File: src/sv/pmfp_pkg.sv
// ----------------------------------------------------------------------------
// pmfp_pkg - shared definitions for the power meter frame parser
// Frame constants, status codes and the frame result record that passes from
// the byte parser to the scaling stage.
// ----------------------------------------------------------------------------
package pmfp_pkg;

  // Frame layout
  localparam logic [4:0] LastPos = 5'd23;
  localparam logic [7:0] Hdr0    = 8'h55;
  localparam logic [7:0] Hdr1    = 8'h5A;

  // Gain register defaults (1.0 in Q16.16) and register indexes
  localparam logic [31:0] GainReset   = 32'h0001_0000;
  localparam logic [1:0]  RegVoltGain = 2'd0;
  localparam logic [1:0]  RegCurrGain = 2'd1;
  localparam logic [1:0]  RegPowGain  = 2'd2;

  // Frame check outcome
  typedef enum logic [1:0] {
    ST_GOOD    = 2'd0,
    ST_BAD_HDR = 2'd1,
    ST_BAD_SUM = 2'd2
  } status_e;

  // Frame-end result before scaling
  typedef struct packed {
    status_e     status;
    logic        valid;
    logic [15:0] voltage;
    logic [15:0] current;
    logic [15:0] power;
  } frame_t;

endpackage

File: src/sv/power_meter_frame_parser.sv
// ----------------------------------------------------------------------------
// power_meter_frame_parser - energy meter serial frame parser
// Parses fixed 24-byte meter frames, reports status per frame and scales the
// held voltage, current and power words by programmable Q16.16 gains.
//
//   channel  dir  word fields (lowest bit first)
//   s_axis   in   tdata: rx_byte[7:0]
//   m_axis   out  tuser: frame_status[1:0], reading_valid[2]
//                 tdata: voltage_raw, current_raw, power_raw (16 each),
//                        voltage_scaled, current_scaled, power_scaled (48 each)
//   apb      in   0x0 voltage_gain, 0x4 current_gain, 0x8 power_gain
//
// One input word is taken per cycle; only the frame-end word can stall, and
// only while the frame result register is full and the output register is
// full and not drained. A frame result goes from the parser result register
// to the output register, which holds the three 16x32 gain products. Reset
// clears byte counter and held words, sets gains to 1.0; no clearing pass.
// ----------------------------------------------------------------------------
module power_meter_frame_parser (
  input  logic         clk_i,
  input  logic         rst_ni,
  // rx_byte[7:0]
  input  logic [7:0]   s_axis_tdata,
  input  logic         s_axis_tvalid,
  output logic         s_axis_tready,
  // voltage_raw[15:0], current_raw[31:16], power_raw[47:32],
  // voltage_scaled[95:48], current_scaled[143:96], power_scaled[191:144]
  output logic [191:0] m_axis_tdata,
  // frame_status[1:0], reading_valid[2]
  output logic [2:0]   m_axis_tuser,
  output logic         m_axis_tvalid,
  input  logic         m_axis_tready,
  input  logic         psel,
  input  logic         penable,
  input  logic         pwrite,
  input  logic [3:0]   paddr,
  input  logic [31:0]  pwdata,
  output logic [31:0]  prdata,
  output logic         pready
);
  import pmfp_pkg::*;

  logic [31:0] volt_gain_q, curr_gain_q, pow_gain_q;
  logic        cfg_wr;

  logic        res_valid;
  logic        res_ready;
  frame_t      res;

  logic [47:0] volt_prod, curr_prod, pow_prod;

  logic        out_valid_q;
  status_e     out_status_q;
  logic        out_rdg_q;
  logic [15:0] out_volt_q, out_curr_q, out_pow_q;
  logic [47:0] out_volt_sc_q, out_curr_sc_q, out_pow_sc_q;

  // Configuration registers
  assign pready = 1'b1;
  assign cfg_wr = psel && penable && pwrite && pready;

  always_ff @(posedge clk_i or negedge rst_ni) begin
    if (!rst_ni) begin
      volt_gain_q <= GainReset;
      curr_gain_q <= GainReset;
      pow_gain_q  <= GainReset;
    end else if (cfg_wr) begin
      case (paddr[3:2])
        RegVoltGain: volt_gain_q <= pwdata;
        RegCurrGain: curr_gain_q <= pwdata;
        RegPowGain:  pow_gain_q  <= pwdata;
        default:     ;
      endcase
    end
  end

  always_comb begin
    case (paddr[3:2])
      RegVoltGain: prdata = volt_gain_q;
      RegCurrGain: prdata = curr_gain_q;
      RegPowGain:  prdata = pow_gain_q;
      default:     prdata = '0;
    endcase
  end

  // Byte parser and frame checker
  pmfp_parse u_parse (
    .clk_i        (clk_i),
    .rst_ni       (rst_ni),
    .byte_i       (s_axis_tdata),
    .byte_valid_i (s_axis_tvalid),
    .byte_ready_o (s_axis_tready),
    .res_valid_o  (res_valid),
    .res_o        (res),
    .res_ready_i  (res_ready)
  );

  // Scale the held words; held words are zero until the first good frame
  assign volt_prod = 48'(res.voltage) * 48'(volt_gain_q);
  assign curr_prod = 48'(res.current) * 48'(curr_gain_q);
  assign pow_prod  = 48'(res.power)   * 48'(pow_gain_q);

  // Output register: advance when empty or drained
  assign res_ready = !out_valid_q || m_axis_tready;

  always_ff @(posedge clk_i or negedge rst_ni) begin
    if (!rst_ni) begin
      out_valid_q <= 1'b0;
    end else if (res_ready) begin
      out_valid_q <= res_valid;
    end
  end

  always_ff @(posedge clk_i) begin
    if (res_ready && res_valid) begin
      out_status_q  <= res.status;
      out_rdg_q     <= res.valid;
      out_volt_q    <= res.voltage;
      out_curr_q    <= res.current;
      out_pow_q     <= res.power;
      out_volt_sc_q <= volt_prod;
      out_curr_sc_q <= curr_prod;
      out_pow_sc_q  <= pow_prod;
    end
  end

  assign m_axis_tvalid = out_valid_q;
  assign m_axis_tuser  = {out_rdg_q, out_status_q};
  assign m_axis_tdata  = {out_pow_sc_q, out_curr_sc_q, out_volt_sc_q,
                          out_pow_q, out_curr_q, out_volt_q};

  // No reading yet means all scaled values are zero
  a_zero_scaled : assert property (@(posedge clk_i) disable iff (!rst_ni)
    (out_valid_q && !out_rdg_q) |->
      (out_volt_sc_q == '0 && out_curr_sc_q == '0 && out_pow_sc_q == '0))
    else $error("scaled value without reading");

  // Status code never takes the unused value
  a_status_code : assert property (@(posedge clk_i) disable iff (!rst_ni)
    out_valid_q |-> (out_status_q == ST_GOOD || out_status_q == ST_BAD_HDR ||
                     out_status_q == ST_BAD_SUM))
    else $error("unused status code");

  // A good frame on the output carries a valid reading
  a_good_reading : assert property (@(posedge clk_i) disable iff (!rst_ni)
    (out_valid_q && out_status_q == ST_GOOD) |-> out_rdg_q)
    else $error("good frame without reading flag");

endmodule

File: src/sv/pmfp_parse.sv
// ----------------------------------------------------------------------------
// pmfp_parse - byte counter and frame checker
// Counts fixed 24-byte frames, checks header and checksum, stages and holds
// the three measurement words and registers one result per frame end.
// ----------------------------------------------------------------------------
module pmfp_parse (
  input  logic             clk_i,
  input  logic             rst_ni,
  input  logic [7:0]       byte_i,
  input  logic             byte_valid_i,
  output logic             byte_ready_o,
  output logic             res_valid_o,
  output pmfp_pkg::frame_t res_o,
  input  logic             res_ready_i
);
  import pmfp_pkg::*;

  logic [4:0]  pos_q, pos_d;
  logic [7:0]  sum_q, sum_d;
  logic        first_ok_q, first_ok_d;
  logic        hdr_ok_q, hdr_ok_d;
  logic        have_q, have_d;
  logic [15:0] held_q [3];
  logic [15:0] held_d [3];
  logic [15:0] staged_q [3];
  logic        res_valid_q, res_valid_d;
  frame_t      res_q;

  logic    in_fire;
  logic    is_last;
  status_e status;
  logic    good;

  // Only the frame-end word needs room in the result register
  assign is_last      = (pos_q == LastPos);
  assign byte_ready_o = !is_last || !res_valid_q || res_ready_i;
  assign in_fire      = byte_valid_i && byte_ready_o;

  // Check the frame; a bad header wins over a bad checksum
  always_comb begin
    if (!hdr_ok_q) begin
      status = ST_BAD_HDR;
    end else if (sum_q != byte_i) begin
      status = ST_BAD_SUM;
    end else begin
      status = ST_GOOD;
    end
  end
  assign good = (status == ST_GOOD);

  // Next state of the byte counter, checksum, header flags and held words
  always_comb begin
    pos_d       = pos_q;
    sum_d       = sum_q;
    first_ok_d  = first_ok_q;
    hdr_ok_d    = hdr_ok_q;
    have_d      = have_q;
    held_d      = held_q;
    res_valid_d = res_valid_q;
    if (res_ready_i) begin
      res_valid_d = 1'b0;
    end
    if (in_fire) begin
      if (is_last) begin
        pos_d       = '0;
        res_valid_d = 1'b1;
        if (good) begin
          held_d = staged_q;
          have_d = 1'b1;
        end
      end else begin
        pos_d = pos_q + 5'd1;
        if (pos_q == 5'd0) begin
          first_ok_d = (byte_i == Hdr0);
          sum_d      = byte_i;
        end else begin
          sum_d = sum_q + byte_i;
        end
        if (pos_q == 5'd1) begin
          hdr_ok_d = first_ok_q && (byte_i == Hdr1);
        end
      end
    end
  end

  always_ff @(posedge clk_i or negedge rst_ni) begin
    if (!rst_ni) begin
      pos_q       <= '0;
      sum_q       <= '0;
      first_ok_q  <= 1'b0;
      hdr_ok_q    <= 1'b0;
      have_q      <= 1'b0;
      held_q      <= '{default: '0};
      res_valid_q <= 1'b0;
    end else begin
      pos_q       <= pos_d;
      sum_q       <= sum_d;
      first_ok_q  <= first_ok_d;
      hdr_ok_q    <= hdr_ok_d;
      have_q      <= have_d;
      held_q      <= held_d;
      res_valid_q <= res_valid_d;
    end
  end

  // Stage the big-endian words from bytes 4 to 9
  always_ff @(posedge clk_i) begin
    if (in_fire) begin
      case (pos_q)
        5'd4:    staged_q[0][15:8] <= byte_i;
        5'd5:    staged_q[0][7:0]  <= byte_i;
        5'd6:    staged_q[1][15:8] <= byte_i;
        5'd7:    staged_q[1][7:0]  <= byte_i;
        5'd8:    staged_q[2][15:8] <= byte_i;
        5'd9:    staged_q[2][7:0]  <= byte_i;
        default: ;
      endcase
    end
  end

  // Capture the frame-end result
  always_ff @(posedge clk_i) begin
    if (in_fire && is_last) begin
      res_q.status  <= status;
      res_q.valid   <= have_q || good;
      res_q.voltage <= good ? staged_q[0] : held_q[0];
      res_q.current <= good ? staged_q[1] : held_q[1];
      res_q.power   <= good ? staged_q[2] : held_q[2];
    end
  end

  assign res_valid_o = res_valid_q;
  assign res_o       = res_q;

  // The byte counter never runs past the frame end
  a_pos_range : assert property (@(posedge clk_i) disable iff (!rst_ni)
    pos_q <= LastPos)
    else $error("byte position beyond frame end");

  // A new result appears only after the frame-end word
  a_res_source : assert property (@(posedge clk_i) disable iff (!rst_ni)
    $rose(res_valid_q) |-> $past(in_fire && is_last))
    else $error("result without frame end");

  // The reading flag is sticky
  a_have_sticky : assert property (@(posedge clk_i) disable iff (!rst_ni)
    have_q |=> have_q)
    else $error("reading flag dropped");

  // A good frame always reports a valid reading
  a_good_valid : assert property (@(posedge clk_i) disable iff (!rst_ni)
    (res_valid_q && res_q.status == ST_GOOD) |-> res_q.valid)
    else $error("good frame without valid reading");

endmodule
File: config.mk
export PLATFORM = sky130hd
export DESIGN_NAME = power_meter_frame_parser
export DESIGN_NICKNAME = d
export VERILOG_FILES = /design/src/sv/pmfp_pkg.sv /design/src/sv/power_meter_frame_parser.sv /design/src/sv/pmfp_parse.sv
export SDC_FILE = /design/constraint.sdc
export NUM_CORES = 2
export LEC_CHECK = 0
export BUFFER_PORTS_ARGS = -buffer_cell sky130_fd_sc_hd__buf_2
export CAP_MARGIN = 20
export CORE_MARGIN = 2
export CORE_UTILIZATION = 40
export CTS_BUF_LIST = sky130_fd_sc_hd__clkbuf_16
export CTS_CLUSTER_DIAMETER = 100
export CTS_CLUSTER_SIZE = 40
export DETAILED_ROUTE_END_ITERATION = 7
export GPL_TIMING_DRIVEN = 1
export PLACE_DENSITY_LB_ADDON = 0.3
export SLEW_MARGIN = 20
export SYNTH_ARGS = -nofsm -noshare
export SYNTH_HDL_FRONTEND = slang
export SYNTH_SLANG_ARGS = --single-unit
File: constraint.sdc
create_clock -name clk_i -period 17.4 [get_ports clk_i]
set_input_delay 2.61 -clock clk_i [delete_from_list [all_inputs] [get_ports clk_i]]
set_output_delay 2.61 -clock clk_i [all_outputs]
set_load 0.05 [all_outputs]
==> results.json <==
{
  "rsz0062_at_grt": "no",
  "num_vias": 45490,
  "portBuffers": 277,
  "num_rows": 147,
  "crit_fanout": 18,
  "syn_inst": 6531,
  "p_total_mw": 4.74,
  "power.leakage_nw": 33.6,
  "met3_usage_pct": 4.56,
  "numCtsBuffers": 29,
  "layout-drive-gt1-share_pct": 9.91,
  "grt_pass1_vias": 48641,
  "final_util_pct": 43.5,
  "status": "completed",
  "gp_congestion": 0.885,
  "worstHoldStart": "u_parse.res_o[50]$_DFFE_PP_",
  "yosysTopAreaCellShare_pct": 38.7,
  "synth_area_leaders": "fa_1 (39%), edfxtp_1 (14%), inv_1 (7.7%)",
  "power.density_nw_per_um2": 67.7,
  "cts-htree-levels": 1,
  "max_stage_delay_ps": 1090,
  "crit_slowest_cell": "dfrtp_1",
  "ys_ff_latch": 456,
  "route.detailed.drc": 0,
  "arrival_ps": 8580,
  "post-cts-setup-buffer-count": 0,
  "initial_core_util_pct": 40.4,
  "hold_violations": 0,
  "layout_commonest_cell": "inv_1",
  "fin_skew_ps": 59.5,
  "synth_area_per_cell_um2": 9.95,
  "finalMaxSlewViolations": 0,
  "syn_to_final_growth_pct": 7.67,
  "grt_max_degree": 76,
  "setup.worst_path.start_class": "register",
  "post_cts_resized": 0,
  "critical_path_class": "register to register",
  "final_cell_mix": "inv_1 (1340), fa_1 (1255), nand2_1 (1032)",
  "worst_path_most_repeated_cell": "fa_1",
  "cts.sinks": 456,
  "ir_drop_uv": 101,
  "crit_required_ps": 17810,
  "root_buffer": "clkbuf_16",
  "seq_area_frac_synth_pct": 19.8,
  "rr_startpoint": "volt_gain_q[7]$_DFFE_PN0P_",
  "cp-startpoint": "volt_gain_q[7]$_DFFE_PN0P_",
  "wl_um": 178000,
  "tritoncts": "yes",
  "min_period_over_period_pct": 46.9,
  "tns_ps": 0,
  "syn-cell-area_um2": 65000,
  "dp_slack_ps": 9230,
  "min_period_ps": 8170,
  "synth_top_area_cell": "fa_1",
  "final_net_count": 8285,
  "synth_fp_nets": 8208,
  "die-area_um2": 166000,
  "dpl.cell_count": 8736,
  "grt_pass1_wl_um": 282000,
  "timing.final.setup_violations": 0,
  "clockBufferDepth": 3,
  "wl_per_cell_um": 20.3,
  "whs_ps": 440,
  "dr.pass1.iters": 5,
  "ys_types": 80,
  "die_h_um": 407,
  "hp-class": "register to register",
  "grt_usage_pct": 22.2,
  "fin_cells": 8797,
  "ant_nets": 0,
  "synth-edff-count": 294,
  "die_w_um": 407,
  "drt_iter0_markers": 2947,
  "yosysWarnings": 0,
  "cts.clk_slew.worst_paths_ps": 120,
  "cp_cell_sequence": "nand2_1 -> fa_1 -> inv_1 -> fa_1 -> inv_1 -> fa_1 -> inv_1 -> fa_1 -> fa_1 -> inv_1 -> fa_1 -> inv_1 -> ha_1 -> nand4_1 -> a21oi_1 -> nand3_1 -> and4_1 -> o31ai_1 -> a41o_1 -> a21oi_1 -> a311oi_1 -> a311oi_1 -> xnor2_1",
  "fmax_mhz": 122,
  "antenna_found_initial": 16,
  "hpwl_um": 135000,
  "via_per_inst": 5.17,
  "met2_usage_pct": 36.2,
  "cap_violations": 0,
  "grt.busiest_layer": "met2",
  "slew-limit-headroom_pct": 22.7,
  "synthFlopType": "edfxtp_1",
  "setup_ws_ps": 9230,
  "cp-end-kind": "register",
  "coreArea_um2": 161000,
  "placed_area_um2": 68600,
  "met1_usage_pct": 30.0,
  "hold_buffers": 0,
  "ios": 281,
  "tightestPinTransition_ps": 1150,
  "worstSkewPairLatency_ps": 700,
  "gr-total-overflow": 0,
  "async_flop_share_pct": 35.5,
  "final_area_um2": 70000
}
## cells in the mapped netlist (all sizes together), types with 4 or more instances
cell type  count
nand2b        19
o21a          16
a21oi        142
inv         1341
a31oi         18
nor2b         25
clkbuf       323
buf           16
dfrtp        159
fa          1255
or2            4
o31ai          8
nand3         35
o211ai         5
edfxtp       294
o22ai          5
a211o          8
a21boi         4
mux2         192
and3          16
nand2       1032
o21ai        112
and2         646
a41o           4
a211oi        11
ha           371
xor2          47
nand4         30
mux2i         35
a21o          91
and4           5
o21bai        18
nor2          76
nor3          20
xnor2         91
## state kept, by name, summed over array words and instances (netlist names), 2 cells and up
| signal | count |
|---|---|
| u_parse.res_o | 51 |
| out_curr_sc_q | 48 |
| out_pow_sc_q | 48 |
| out_volt_sc_q | 48 |
| u_parse.held_q | 48 |
| u_parse.staged_q | 48 |
| curr_gain_q | 32 |
| pow_gain_q | 32 |
| volt_gain_q | 32 |
| out_curr_q | 16 |
| out_pow_q | 16 |
| out_volt_q | 16 |
| u_parse.sum_q | 8 |
| u_parse.pos_q | 5 |
| out_status_q | 2 |
## where the power goes
part	total (mW)	switching (mW)	internal (mW)	leakage, nW
registers	1.67	0.307	1.36	4.86
logic	2.17	1.48	0.695	28.1
clock network	0.899	0.528	0.370	0.591
## layout make-up
| type | count | area (um^2) |
|---|---|---|
| Clock buffer | 29 | 726 |
| Multi-Input combinational cell | 4395 | 45800 |
| Fill cell | 15375 | 91000 |
| Clock inverter | 24 | 578 |
| Sequential cell | 456 | 12900 |
| Antenna cell | 7 | 17.5 |
| Tap cell | 2160 | 2700 |
| Timing Repair Buffer | 385 | 2210 |
| Inverter | 1341 | 5030 |
## path summary, 6_finish.rpt
| check | end | slack [ps] | depth (start not counted) |
|---|---|---|---|
| min in group asynchronous | pow_gain_q[6]$_DFFE_PN0P_ | 1770 | 1 |
| max | out_volt_sc_q[47]$_DFFE_PP_ | 9230 | 23 |
| max in group asynchronous | volt_gain_q[30]$_DFFE_PN0P_ | 13690 | 3 |
| min | out_status_q[1]$_DFFE_PP_ | 440 | 0 |
| max reg2reg | out_volt_sc_q[47]$_DFFE_PP_ | 9230 | 23 |
| min reg2reg | out_status_q[1]$_DFFE_PP_ | 440 | 0 |
## logic make-up after synthesis
group,Yosys count,share of synthesized area (%)
buffers and inverters,1680,9.72
XOR/XNOR,138,1.86
adder cells (fa/ha/maj),1626,45.8
other,1,0.00577
AO/OA/AOI/OAI,477,4.67
multiplexers,227,3.87
AND/OR/NAND/NOR,1926,14.2
flip-flops,456,19.8
## per-layer routing
metal  share of wire (%)  wire length, um
met5               0.017               31
met3                 8.3            14700
met1                  42            74200
met4                 2.6             4650
met2                  47            84600
## critical path, delay by kind of cell, from the launching register on
kind	cells	cell delay, ps
flip-flops	1	1090
AO/OA/AOI/OAI	6	1980
adder cells (fa/ha/maj)	7	3470
XOR/XNOR	1	190
AND/OR/NAND/NOR	4	840
buffers and inverters	5	290
No activity file was read; power rests on OpenSTA's default activity.
